==> config.mk <==
export PLATFORM = sky130hd
export DESIGN_NAME = sha1_hash_engine_core
export DESIGN_NICKNAME = d
export VERILOG_FILES = /design/src/rtl/sha1c_pkg.sv /design/src/rtl/sha1c_dp.sv /design/src/rtl/sha1c_ctrl.sv /design/src/rtl/sha1_hash_engine_core.sv
export SDC_FILE = /design/constraint.sdc
export NUM_CORES = 2
export LEC_CHECK = 0
export BUFFER_PORTS_ARGS = -buffer_cell sky130_fd_sc_hd__buf_2
export CAP_MARGIN = 15
export CELL_PAD_IN_SITES_DETAIL_PLACEMENT = 1
export CELL_PAD_IN_SITES_GLOBAL_PLACEMENT = 1
export CORE_UTILIZATION = 50
export DETAILED_ROUTE_END_ITERATION = 7
export HOLD_SLACK_MARGIN = 0.08
export MAX_ROUTING_LAYER = met4
export PLACE_DENSITY = 0.84
export SLEW_MARGIN = 5
export SYNTH_ARGS = -nofsm -noshare
export SYNTH_HDL_FRONTEND = slang
export SYNTH_SLANG_ARGS = --single-unit
==> constraint.sdc <==
create_clock -name clk -period 43.3 [get_ports clk]
set_input_delay 4.33 -clock clk [delete_from_list [all_inputs] [get_ports clk]]
set_output_delay 4.33 -clock clk [all_outputs]
set_load 0.05 [all_outputs]
==> src/rtl/sha1c_pkg.sv <==
// sha1c_pkg: shared types and constants for the SHA-1 engine.
// Used by sha1c_ctrl, sha1c_dp and sha1_hash_engine_core; no dependencies.
`default_nettype none
package sha1c_pkg;

  localparam logic [31:0] IV0 = 32'h67452301;
  localparam logic [31:0] IV1 = 32'hEFCDAB89;
  localparam logic [31:0] IV2 = 32'h98BADCFE;
  localparam logic [31:0] IV3 = 32'h10325476;
  localparam logic [31:0] IV4 = 32'hC3D2E1F0;

  localparam logic [31:0] K0 = 32'h5A827999;
  localparam logic [31:0] K1 = 32'h6ED9EBA1;
  localparam logic [31:0] K2 = 32'h8F1BBCDC;
  localparam logic [31:0] K3 = 32'hCA62C1D6;

  localparam logic [7:0] PAD_BYTE = 8'h80;

  localparam logic [6:0] LAST_ROUND = 7'd79;
  localparam logic [5:0] LAST_POS   = 6'd63;
  localparam logic [5:0] LEN_POS    = 6'd56;
  localparam logic [2:0] LAST_IDX   = 3'd4;

  // source of the byte shifted into the block buffer
  typedef enum logic [1:0] {
    BSEL_IN   = 2'd0,
    BSEL_PAD  = 2'd1,
    BSEL_ZERO = 2'd2,
    BSEL_LEN  = 2'd3
  } bsel_t;

  typedef struct packed {
    logic       push;        // shift one byte into the block buffer
    bsel_t      bsel;
    logic       count_byte;  // message byte: bump the bit count
    logic       len_load;    // latch final bit count for the length field
    logic       wv_load;     // load a..e from the chaining words
    logic       round_step;  // one compression round
    logic       chain_add;   // fold a..e into the chaining words
    logic       msg_done;    // digest taken: back to initial state
    logic [2:0] word_sel;    // digest word on the output
  } cmd_t;

  typedef struct packed {
    logic [5:0] pos;         // byte position within the current block
    logic       round_last;
  } stat_t;

endpackage
`default_nettype wire

==> src/rtl/sha1c_dp.sv <==
// sha1c_dp: SHA-1 datapath - block buffer / schedule window, round logic,
// chaining words and bit count. Depends on sha1c_pkg.
`default_nettype none
module sha1c_dp (
  input  wire logic            clk,
  input  wire logic            rst_n,
  input  wire sha1c_pkg::cmd_t cmd,
  input  wire logic [7:0]      in_byte,
  output sha1c_pkg::stat_t     stat,
  output logic [31:0]          digest_word
);

  logic [5:0]  pos_r;
  logic [63:0] bc_r;
  logic [63:0] len_r;
  logic [6:0]  rnd_r;
  // 16 words, word 0 in the top bits; bytes and schedule words enter at the bottom
  logic [511:0] win_r;
  logic [31:0] wv_r    [5];
  logic [31:0] chain_r [5];

  logic [7:0]  byte_mux;
  logic [31:0] w_t;
  logic [31:0] x_t;
  logic [31:0] f_t;
  logic [31:0] k_t;
  logic [31:0] tmp_t;

  always_comb begin
    case (cmd.bsel)
      sha1c_pkg::BSEL_IN:   byte_mux = in_byte;
      sha1c_pkg::BSEL_PAD:  byte_mux = sha1c_pkg::PAD_BYTE;
      sha1c_pkg::BSEL_ZERO: byte_mux = 8'h00;
      sha1c_pkg::BSEL_LEN:  byte_mux = len_r[63:56];
      default:              byte_mux = 8'h00;
    endcase
  end

  // window holds W[t-16..t-1]; for the first 16 rounds it rotates the message words
  assign x_t = win_r[95:64] ^ win_r[255:224] ^ win_r[447:416] ^ win_r[511:480];
  assign w_t = (rnd_r < 7'd16) ? win_r[511:480] : {x_t[30:0], x_t[31]};

  always_comb begin
    if (rnd_r < 7'd20) begin
      f_t = (wv_r[1] & wv_r[2]) | (~wv_r[1] & wv_r[3]);
      k_t = sha1c_pkg::K0;
    end else if (rnd_r < 7'd40) begin
      f_t = wv_r[1] ^ wv_r[2] ^ wv_r[3];
      k_t = sha1c_pkg::K1;
    end else if (rnd_r < 7'd60) begin
      f_t = (wv_r[1] & wv_r[2]) | (wv_r[1] & wv_r[3]) | (wv_r[2] & wv_r[3]);
      k_t = sha1c_pkg::K2;
    end else begin
      f_t = wv_r[1] ^ wv_r[2] ^ wv_r[3];
      k_t = sha1c_pkg::K3;
    end
  end

  assign tmp_t = {wv_r[0][26:0], wv_r[0][31:27]} + f_t + wv_r[4] + k_t + w_t;

  // control state: position, bit count, round index, chaining words
  always_ff @(posedge clk) begin
    if (!rst_n) begin
      pos_r      <= '0;
      bc_r       <= '0;
      rnd_r      <= '0;
      chain_r[0] <= sha1c_pkg::IV0;
      chain_r[1] <= sha1c_pkg::IV1;
      chain_r[2] <= sha1c_pkg::IV2;
      chain_r[3] <= sha1c_pkg::IV3;
      chain_r[4] <= sha1c_pkg::IV4;
    end else begin
      if (cmd.push) begin
        pos_r <= pos_r + 6'd1;
      end
      if (cmd.msg_done) begin
        bc_r <= '0;
      end else if (cmd.count_byte) begin
        bc_r <= bc_r + 64'd8;
      end
      if (cmd.wv_load) begin
        rnd_r <= '0;
      end else if (cmd.round_step) begin
        rnd_r <= rnd_r + 7'd1;
      end
      if (cmd.msg_done) begin
        chain_r[0] <= sha1c_pkg::IV0;
        chain_r[1] <= sha1c_pkg::IV1;
        chain_r[2] <= sha1c_pkg::IV2;
        chain_r[3] <= sha1c_pkg::IV3;
        chain_r[4] <= sha1c_pkg::IV4;
      end else if (cmd.chain_add) begin
        for (int i = 0; i < 5; i++) begin
          chain_r[i] <= chain_r[i] + wv_r[i];
        end
      end
    end
  end

  // payload registers
  always_ff @(posedge clk) begin
    if (cmd.push) begin
      win_r <= {win_r[503:0], byte_mux};
    end else if (cmd.round_step) begin
      win_r <= {win_r[479:0], w_t};
    end
    if (cmd.len_load) begin
      len_r <= bc_r;
    end else if (cmd.push && cmd.bsel == sha1c_pkg::BSEL_LEN) begin
      len_r <= {len_r[55:0], 8'h00};
    end
    if (cmd.wv_load) begin
      for (int i = 0; i < 5; i++) begin
        wv_r[i] <= chain_r[i];
      end
    end else if (cmd.round_step) begin
      wv_r[0] <= tmp_t;
      wv_r[1] <= wv_r[0];
      wv_r[2] <= {wv_r[1][1:0], wv_r[1][31:2]};
      wv_r[3] <= wv_r[2];
      wv_r[4] <= wv_r[3];
    end
  end

  always_comb begin
    case (cmd.word_sel)
      3'd0:    digest_word = chain_r[0];
      3'd1:    digest_word = chain_r[1];
      3'd2:    digest_word = chain_r[2];
      3'd3:    digest_word = chain_r[3];
      3'd4:    digest_word = chain_r[4];
      default: digest_word = chain_r[0];
    endcase
  end

  assign stat.pos        = pos_r;
  assign stat.round_last = (rnd_r == sha1c_pkg::LAST_ROUND);

endmodule
`default_nettype wire

==> src/rtl/sha1c_ctrl.sv <==
// sha1c_ctrl: SHA-1 controller - input handshake, padding sequence,
// compression sequencing and digest output. Depends on sha1c_pkg.
`default_nettype none
module sha1c_ctrl (
  input  wire logic             clk,
  input  wire logic             rst_n,
  input  wire logic             in_valid,
  output logic                  in_stall,
  input  wire logic             in_byte_valid,
  input  wire logic             in_last_item,
  output logic                  out_valid,
  input  wire logic             out_stall,
  output logic [2:0]            out_word_index,
  output logic                  out_last_word,
  input  wire sha1c_pkg::stat_t stat,
  output sha1c_pkg::cmd_t       cmd
);

  typedef enum logic [7:0] {
    S_IDLE  = 8'b0000_0001,
    S_PAD80 = 8'b0000_0010,
    S_PADZ  = 8'b0000_0100,
    S_LEN   = 8'b0000_1000,
    S_CINIT = 8'b0001_0000,
    S_CRND  = 8'b0010_0000,
    S_CFIN  = 8'b0100_0000,
    S_OUT   = 8'b1000_0000
  } state_t;

  state_t     state_r, state_nxt;
  state_t     ret_r, ret_nxt;   // where to resume after a compression
  logic [2:0] idx_r, idx_nxt;

  logic blk_full;
  assign blk_full = (stat.pos == sha1c_pkg::LAST_POS);

  always_comb begin
    state_nxt = state_r;
    ret_nxt   = ret_r;
    idx_nxt   = idx_r;
    cmd       = '0;
    cmd.word_sel = idx_r;
    case (state_r)
      S_IDLE: begin
        if (in_valid) begin
          if (in_byte_valid) begin
            cmd.push       = 1'b1;
            cmd.bsel       = sha1c_pkg::BSEL_IN;
            cmd.count_byte = 1'b1;
            if (blk_full) begin
              state_nxt = S_CINIT;
              ret_nxt   = in_last_item ? S_PAD80 : S_IDLE;
            end else if (in_last_item) begin
              state_nxt = S_PAD80;
            end
          end else if (in_last_item) begin
            state_nxt = S_PAD80;
          end
        end
      end
      S_PAD80: begin
        cmd.push     = 1'b1;
        cmd.bsel     = sha1c_pkg::BSEL_PAD;
        cmd.len_load = 1'b1;
        if (blk_full) begin
          state_nxt = S_CINIT;
          ret_nxt   = S_PADZ;
        end else begin
          state_nxt = S_PADZ;
        end
      end
      S_PADZ: begin
        if (stat.pos == sha1c_pkg::LEN_POS) begin
          state_nxt = S_LEN;
        end else begin
          cmd.push = 1'b1;
          cmd.bsel = sha1c_pkg::BSEL_ZERO;
          if (blk_full) begin
            state_nxt = S_CINIT;
            ret_nxt   = S_PADZ;
          end
        end
      end
      S_LEN: begin
        cmd.push = 1'b1;
        cmd.bsel = sha1c_pkg::BSEL_LEN;
        if (blk_full) begin
          state_nxt = S_CINIT;
          ret_nxt   = S_OUT;
        end
      end
      S_CINIT: begin
        cmd.wv_load = 1'b1;
        state_nxt   = S_CRND;
      end
      S_CRND: begin
        cmd.round_step = 1'b1;
        if (stat.round_last) begin
          state_nxt = S_CFIN;
        end
      end
      S_CFIN: begin
        cmd.chain_add = 1'b1;
        state_nxt     = ret_r;
      end
      S_OUT: begin
        if (!out_stall) begin
          if (idx_r == sha1c_pkg::LAST_IDX) begin
            cmd.msg_done = 1'b1;
            idx_nxt      = '0;
            state_nxt    = S_IDLE;
          end else begin
            idx_nxt = idx_r + 3'd1;
          end
        end
      end
      default: begin
        state_nxt = S_IDLE;
      end
    endcase
  end

  always_ff @(posedge clk) begin
    if (!rst_n) begin
      state_r <= S_IDLE;
      ret_r   <= S_IDLE;
      idx_r   <= '0;
    end else begin
      state_r <= state_nxt;
      ret_r   <= ret_nxt;
      idx_r   <= idx_nxt;
    end
  end

  assign in_stall       = (state_r != S_IDLE);
  assign out_valid      = (state_r == S_OUT);
  assign out_word_index = idx_r;
  assign out_last_word  = (idx_r == sha1c_pkg::LAST_IDX);

endmodule
`default_nettype wire

==> src/rtl/sha1_hash_engine_core.sv <==
// SHA-1 engine, one message byte per word. A word that neither fills a block
// nor closes the message leaves the engine idle; a word completing a 64-byte
// block starts a compression (load, 80 rounds, fold) on the single round unit.
// After the last word: padding is shifted in, with one or two compressions,
// then five digest words (one a cycle when not stalled).
// Synchronous active-low reset loads the initial chaining words, clears counts.
`default_nettype none
module sha1_hash_engine_core (
  input  wire logic        clk,
  input  wire logic        rst_n,
  input  wire logic        in_valid,
  output logic             in_stall,
  input  wire logic [7:0]  in_data_byte,
  input  wire logic        in_byte_valid,
  input  wire logic        in_last_item,
  output logic             out_valid,
  input  wire logic        out_stall,
  output logic [31:0]      out_digest_word,
  output logic [2:0]       out_word_index,
  output logic             out_last_word
);

  sha1c_pkg::cmd_t  cmd;
  sha1c_pkg::stat_t stat;

  sha1c_ctrl u_ctrl (
    .clk            (clk),
    .rst_n          (rst_n),
    .in_valid       (in_valid),
    .in_stall       (in_stall),
    .in_byte_valid  (in_byte_valid),
    .in_last_item   (in_last_item),
    .out_valid      (out_valid),
    .out_stall      (out_stall),
    .out_word_index (out_word_index),
    .out_last_word  (out_last_word),
    .stat           (stat),
    .cmd            (cmd)
  );

  sha1c_dp u_dp (
    .clk         (clk),
    .rst_n       (rst_n),
    .cmd         (cmd),
    .in_byte     (in_data_byte),
    .stat        (stat),
    .digest_word (out_digest_word)
  );

endmodule
`default_nettype wire

# After elaboration in Yosys (flattened, before gate mapping)
# Memories as Yosys holds them, arrays and structs flattened.
# Cells that the tools add are included.
# W data, S select, Z words.
# totals
mem_bits_ro	0
ram_bits	320
latchBits	0
inputBits	14
mem_count	2
out_inout_bits	38
ff_bits	672
# mem_list
memory	words	word_bits	rd	rd_clocked_by_memory_dff	write_ports	line	text
u_dp.chain_r	5	32	5	0	5	sha1c_dp.sv:20	logic [31:0] chain_r [5];
u_dp.wv_r	5	32	5	0	5	sha1c_dp.sv:19	logic [31:0] wv_r [5];
# op_classes
n_eq_ne	27
n_bitwise	30
magnitude_cmp	4
div_mod_pow	0
n_shift	0
mul	0
n_addsub	13
n_mux	73
n_reduce_logical	10
# op_table
operator	count
$mux W512	2
$mux W32	21
$add A32 B32 Y32	9
$xor A32 B32 Y32	5
$and A32 B32 Y32	4
$mux W64	2
$pmux W32 S4	1
$mux W8	15
$or A32 B32 Y32	3
$add A64 B4 Y64 const B	1
$pmux W8 S4	2
$pmux W8 S8	1
$not A32 Y32	1
$mux W31	1
$mux W1	21
$or A1 B1 Y1	15
$lt A7 B5 Y1 const B	2
$lt A7 B6 Y1 const B	2
$eq A6 B6 Y1 const B	2
$pmux W3 S4	1
$ne A2 B2 Y1 const B	5
$eq A8 B1 Y1 const B	1
$eq A8 B2 Y1 const B	1
$eq A8 B3 Y1 const B	1
other kinds (29)	38

# Depth between registers and ports, before layout
# An unclocked memory read counts as a cell.
# logic_depth
word_depth	12
mapped_depth	24

# Modules after synthesis
# Synthesis repeated with hierarchy kept, for this count alone.
# hier_totals
cells_unflattened	4717
area_unflattened_um2	55593.3
# modules_own_cells
module	n_inst	area_per_inst_um2	cells_per_inst
sha1c_dp	1	54483.5	4577
sha1c_ctrl	1	1109.8	140

# Worst setup path after synthesis
# Ideal clock, no wire load.
# synth_path
path_kind	input to register
start	input port in_valid
end	register u_dp.win_r[0], enable pin
stages	5
t_arrival_ps	13581
setup_slack_ps	26087
setup_ps	3632
path_cell_list	and3_1 nor2_1 clkbuf_1 clkbuf_1 nand2_1
# synth_between
elab_chain_cells	3
# synth_lines
item	line	text
start: declaration	sha1_hash_engine_core.sv:11	input wire logic in_valid,
$mux W4	sha1c_ctrl.sv:45	if (in_valid) begin
$pmux W3 S4	sha1c_ctrl.sv:43	case (state_r)
$reduce_bool A2 Y1 (no line)	n/a	
end signal: assignment	sha1c_dp.sv:103	win_r <= {win_r[503:0], byte_mux};
end signal: assignment	sha1c_dp.sv:105	win_r <= {win_r[479:0], w_t};
end: declaration	sha1c_dp.sv:18	logic [511:0] win_r;
# No other way between the ends.
# A chain may end at the register's enable or synchronous reset.

# Final worst setup path
# layout_path
start	register u_ctrl.idx_r[0], in the netlist u_ctrl.out_word_index[0]
end	output port out_digest_word[0]
# layout_between
elab_chain_cells	2
word_cells_on_any_way	5
classes_between	eq/ne: 4; mux: 1
# layout_lines
item	line	text
start: declaration	sha1c_ctrl.sv:32	logic [2:0] idx_r, idx_nxt;
start signal: assignment	sha1c_ctrl.sv:131	idx_r <= idx_nxt;
$eq A3 B3 Y1, or another cell as far along	sha1c_dp.sv:126	case (cmd.word_sel)
$pmux W32 S4 (*)	sha1c_dp.sv:126	
end: declaration	sha1_hash_engine_core.sv:18	output logic [31:0] out_digest_word,
# Every way passes the cells marked *; elsewhere a longest branch is shown, timed or not.

==> metrics.yaml <==
outcome: "completed"
dr_wl_met3_um: 11000
synth_top_family_by_area: "simple AND/OR/NAND/NOR gates"
drt-pass1-iter-count: 6
syn_area_um2: 55500
end_kind: "output pin"
setup_viol: 0
crit_path_max_fanout: 40
place_hpwl_um: 114000
ys_ff_latch: 982
grt_pass1_wl_um: 261000
critical_path_class: "flop to output pin"
synth.distinct_cells: 78
clkTransAtPathRegs_ps: 60
p_leak_uw: 0.0248
avgSynthCellArea_um2: 9.53
skew_ps: 52.7
grt_max_degree: 179
core_um2: 109000
ys_warn_count: 0
place_inst: 7144
critPathArrivalTime_ps: 4250
synthesis.nets: 6169
min_period_ps: 8580
wl_met1_um: 70100
die_area_um2: 112000
gp_congestion: 0.938
drc: 0
dieHeight_um: 335
vias: 43900
async_flop_share_pct: 0
synthMuxAreaShare_pct: 0.948
clock_sinks: 982
io_buffer_count: 51
antenna_found_initial: 12
final_hold_viol_count: 0
post_cts_resized: 0
synth_fa_ha_area_share_pct: 8.93
max_freq_mhz: 117
tightest_slew_ps: 1180
peakVddDrop_uv: 33.0
cts_made_buffers: 108
synth_edf_count: 893
overflow: 0
slew_viol_final: 0
worst_hold_path_type: "flop to flop"
p_per_area_nw_per_um2: 42.4
cts-root-buf: "clkbuf_16"
num_rows: 121
wl_per_cell_um: 22.9
ant_nets: 0
setup-tns-final_ps: 0
p_total_uw: 2570
grt_pass1_vias: 45900
grt_usage_pct: 30.6
fillCellCount: 12200
cts_tree: "built"
vias_per_cell: 5.97
start_util_pct: 50.7
fin_nets: 6118
drive_gt1_share_pct: 4.98
drt_wl_total_um: 169000
dp_slack_ps: 34450
top_layer: "met4"
seq_area_frac_synth_pct: 51.5
clk_latency_ps: 740
register_area_um2: 28600
io-pin-count: 52
multi_input_area_um2: 25100
stdcell_count: 7351
synth_xor_area_share_pct: 4.65
syn-instance-count: 5829
hold_ws_ps: 480
worstSetupStartpointType: "flop"
dr_wl_met2_um: 81500
cts_buffer_depth: 3
period_share_pct: 19.8
ctsHoldBuffers: 0
drt_iter0_markers: 4068
yosys.area_share.simple_pct: 20.9
synth_flop_cell: "edfxtp_1"
synth_compound_area_share_pct: 9.68
h-tree-depth: 3
cp_data_required_time_ps: 38970
drv_cap: 0
area_growth_pct: 9.13
rsz0062_at_grt: "no"
postCtsSetupRepairBufs: 0
setup_slack_ps: 34720
slew-limit-headroom_pct: 21.5
die_w_um: 335
stage by stage:
step / area, um2 / utilization [%]
floorplan: 55500 / -
global placement: 57100 / 52.2
detailed placement: 57100 / 52.2
CTS: 60600 / 55.4
global route: 60600 / 55.4
finish: 60600 / 55.4
layout make-up:
cell class,instances,share of cell area [%]
Antenna cell,9,0.0372
Clock buffer,144,4.87
Clock inverter,54,0.910
Inverter,248,1.54
Multi-Input combinational cell,4342,41.4
Sequential cell,982,47.2
Tap cell,1476,3.05
Timing Repair Buffer,96,1.02
cells in the mapped netlist, drive strengths merged, types with 5 or more instances:
| master | n | share of area, % |
|---|---|---|
| and4 | 12 | 0.19 |
| or2 | 7 | 0.079 |
| nor2 | 286 | 1.9 |
| a211oi | 25 | 0.34 |
| o21bai | 17 | 0.23 |
| nand3b | 7 | 0.095 |
| o21a | 26 | 0.35 |
| o21ai | 212 | 1.9 |
| and3 | 50 | 0.56 |
| dfxtp | 89 | 3.2 |
| fa | 117 | 4.2 |
| xnor2 | 197 | 3.1 |
| nand3 | 63 | 0.58 |
| a31oi | 64 | 0.72 |
| and2 | 30 | 0.34 |
| nor2b | 35 | 0.39 |
| nor3b | 10 | 0.14 |
| or3 | 20 | 0.23 |
| a221o | 23 | 0.41 |
| nor4 | 11 | 0.20 |
| clkbuf | 239 | 1.6 |
| a21o | 97 | 1.3 |
| a22oi | 70 | 0.95 |
| o41ai | 6 | 0.095 |
| o22ai | 5 | 0.056 |
| mux2 | 5 | 0.10 |
| a21oi | 189 | 1.7 |
| nand2b | 27 | 0.30 |
| o22a | 8 | 0.13 |
| nand2 | 2175 | 15 |
| nand4 | 35 | 0.41 |
| mux2i | 47 | 0.85 |
| buf | 18 | 0.16 |
| o211ai | 16 | 0.22 |
| inv | 247 | 1.7 |
| a311oi | 11 | 0.17 |
| edfxtp | 893 | 48 |
| a21boi | 16 | 0.22 |
| ha | 209 | 4.7 |
| xor2 | 98 | 1.5 |
| o31ai | 7 | 0.095 |
| nor3 | 47 | 0.45 |
cells by family after synthesis:
family | after synthesis
buffers and inverters | 505
and+or+nand+nor | 2831
xor gates and xnor gates | 295
DFF | 982
adders and majority gates | 326
AOI/OAI and AO/OA | 838
muxes | 52
critical path: stages (launching register included):
cell and delay (ps):
dfxtp_1 420, inv_1 90, ha_1 200, nand2_1 90, clkinv_1 350, or4_2 750, buf_4 320, buf_4 330
a31oi_1 550, buf_2 390
report_power, final:
part | total (uW) | internal [uW] | switching (uW)
combinational | 399 | 122 | 277
sequential | 1230 | 1170 | 62.5
clock | 935 | 522 | 413
total | 2570 | 1820 | 753
routing by layer:
layer | vias up | global-route usage (%)
met5 | - | -
met4 | 0 | 10.9
met3 | 363 | 4.78
met2 | 1410 | 49.4
met1 | 22300 | 39.1
li1 | 19800 | -
cells in the final DEF (no fill, tap or decap), types with 25 or more instances in the layout:
cell type  instances
nand2b_1          27
clkbuf_16        109
buf_4             43
xnor2_1          197
nand2_1         2170
buf_2             51
xor2_1            98
a22oi_1           70
edfxtp_1         893
a21oi_1          189
and2_1            29
dfxtp_1           89
nor3_1            43
a31oi_1           64
o21ai_0          209
nor2_1           284
and3_1            50
fa_1             117
nand4_1           34
o21a_1            26
clkbuf_1          26
ha_1             209
nor2b_1           33
mux2i_1           47
nand3_1           62
a21o_1            97
a211oi_1          25
inv_1            245
path summary, 6_finish.rpt:
path | depth (start not counted) | slack [ps] | start | end
worst max-delay path | 9 | 34720 | u_ctrl.out_word_index[0] | out_digest_word[0]
worst min register to register | 2 | 480 | u_ctrl.ret_r[1] | u_ctrl.ret_r[1]
worst max register to register | 20 | 36300 | u_dp.rnd_r[5] | u_dp.wv_r[0][24]
worst min-delay path | 2 | 480 | u_ctrl.ret_r[1] | u_ctrl.ret_r[1]
flip-flops by register name, indices dropped and copies added, names as in the netlist:
signal and cells:
u_ctrl.ret_r 4, u_dp.pos_r 6, u_ctrl.out_word_index 3, u_dp.chain_r 160
u_ctrl.state_r 8, u_dp.rnd_r 7, u_dp.len_r 61, u_dp.win_r 512
u_dp.bc_r 61, u_dp.wv_r 160
Note: power is estimated with default switching activity, not from simulation.
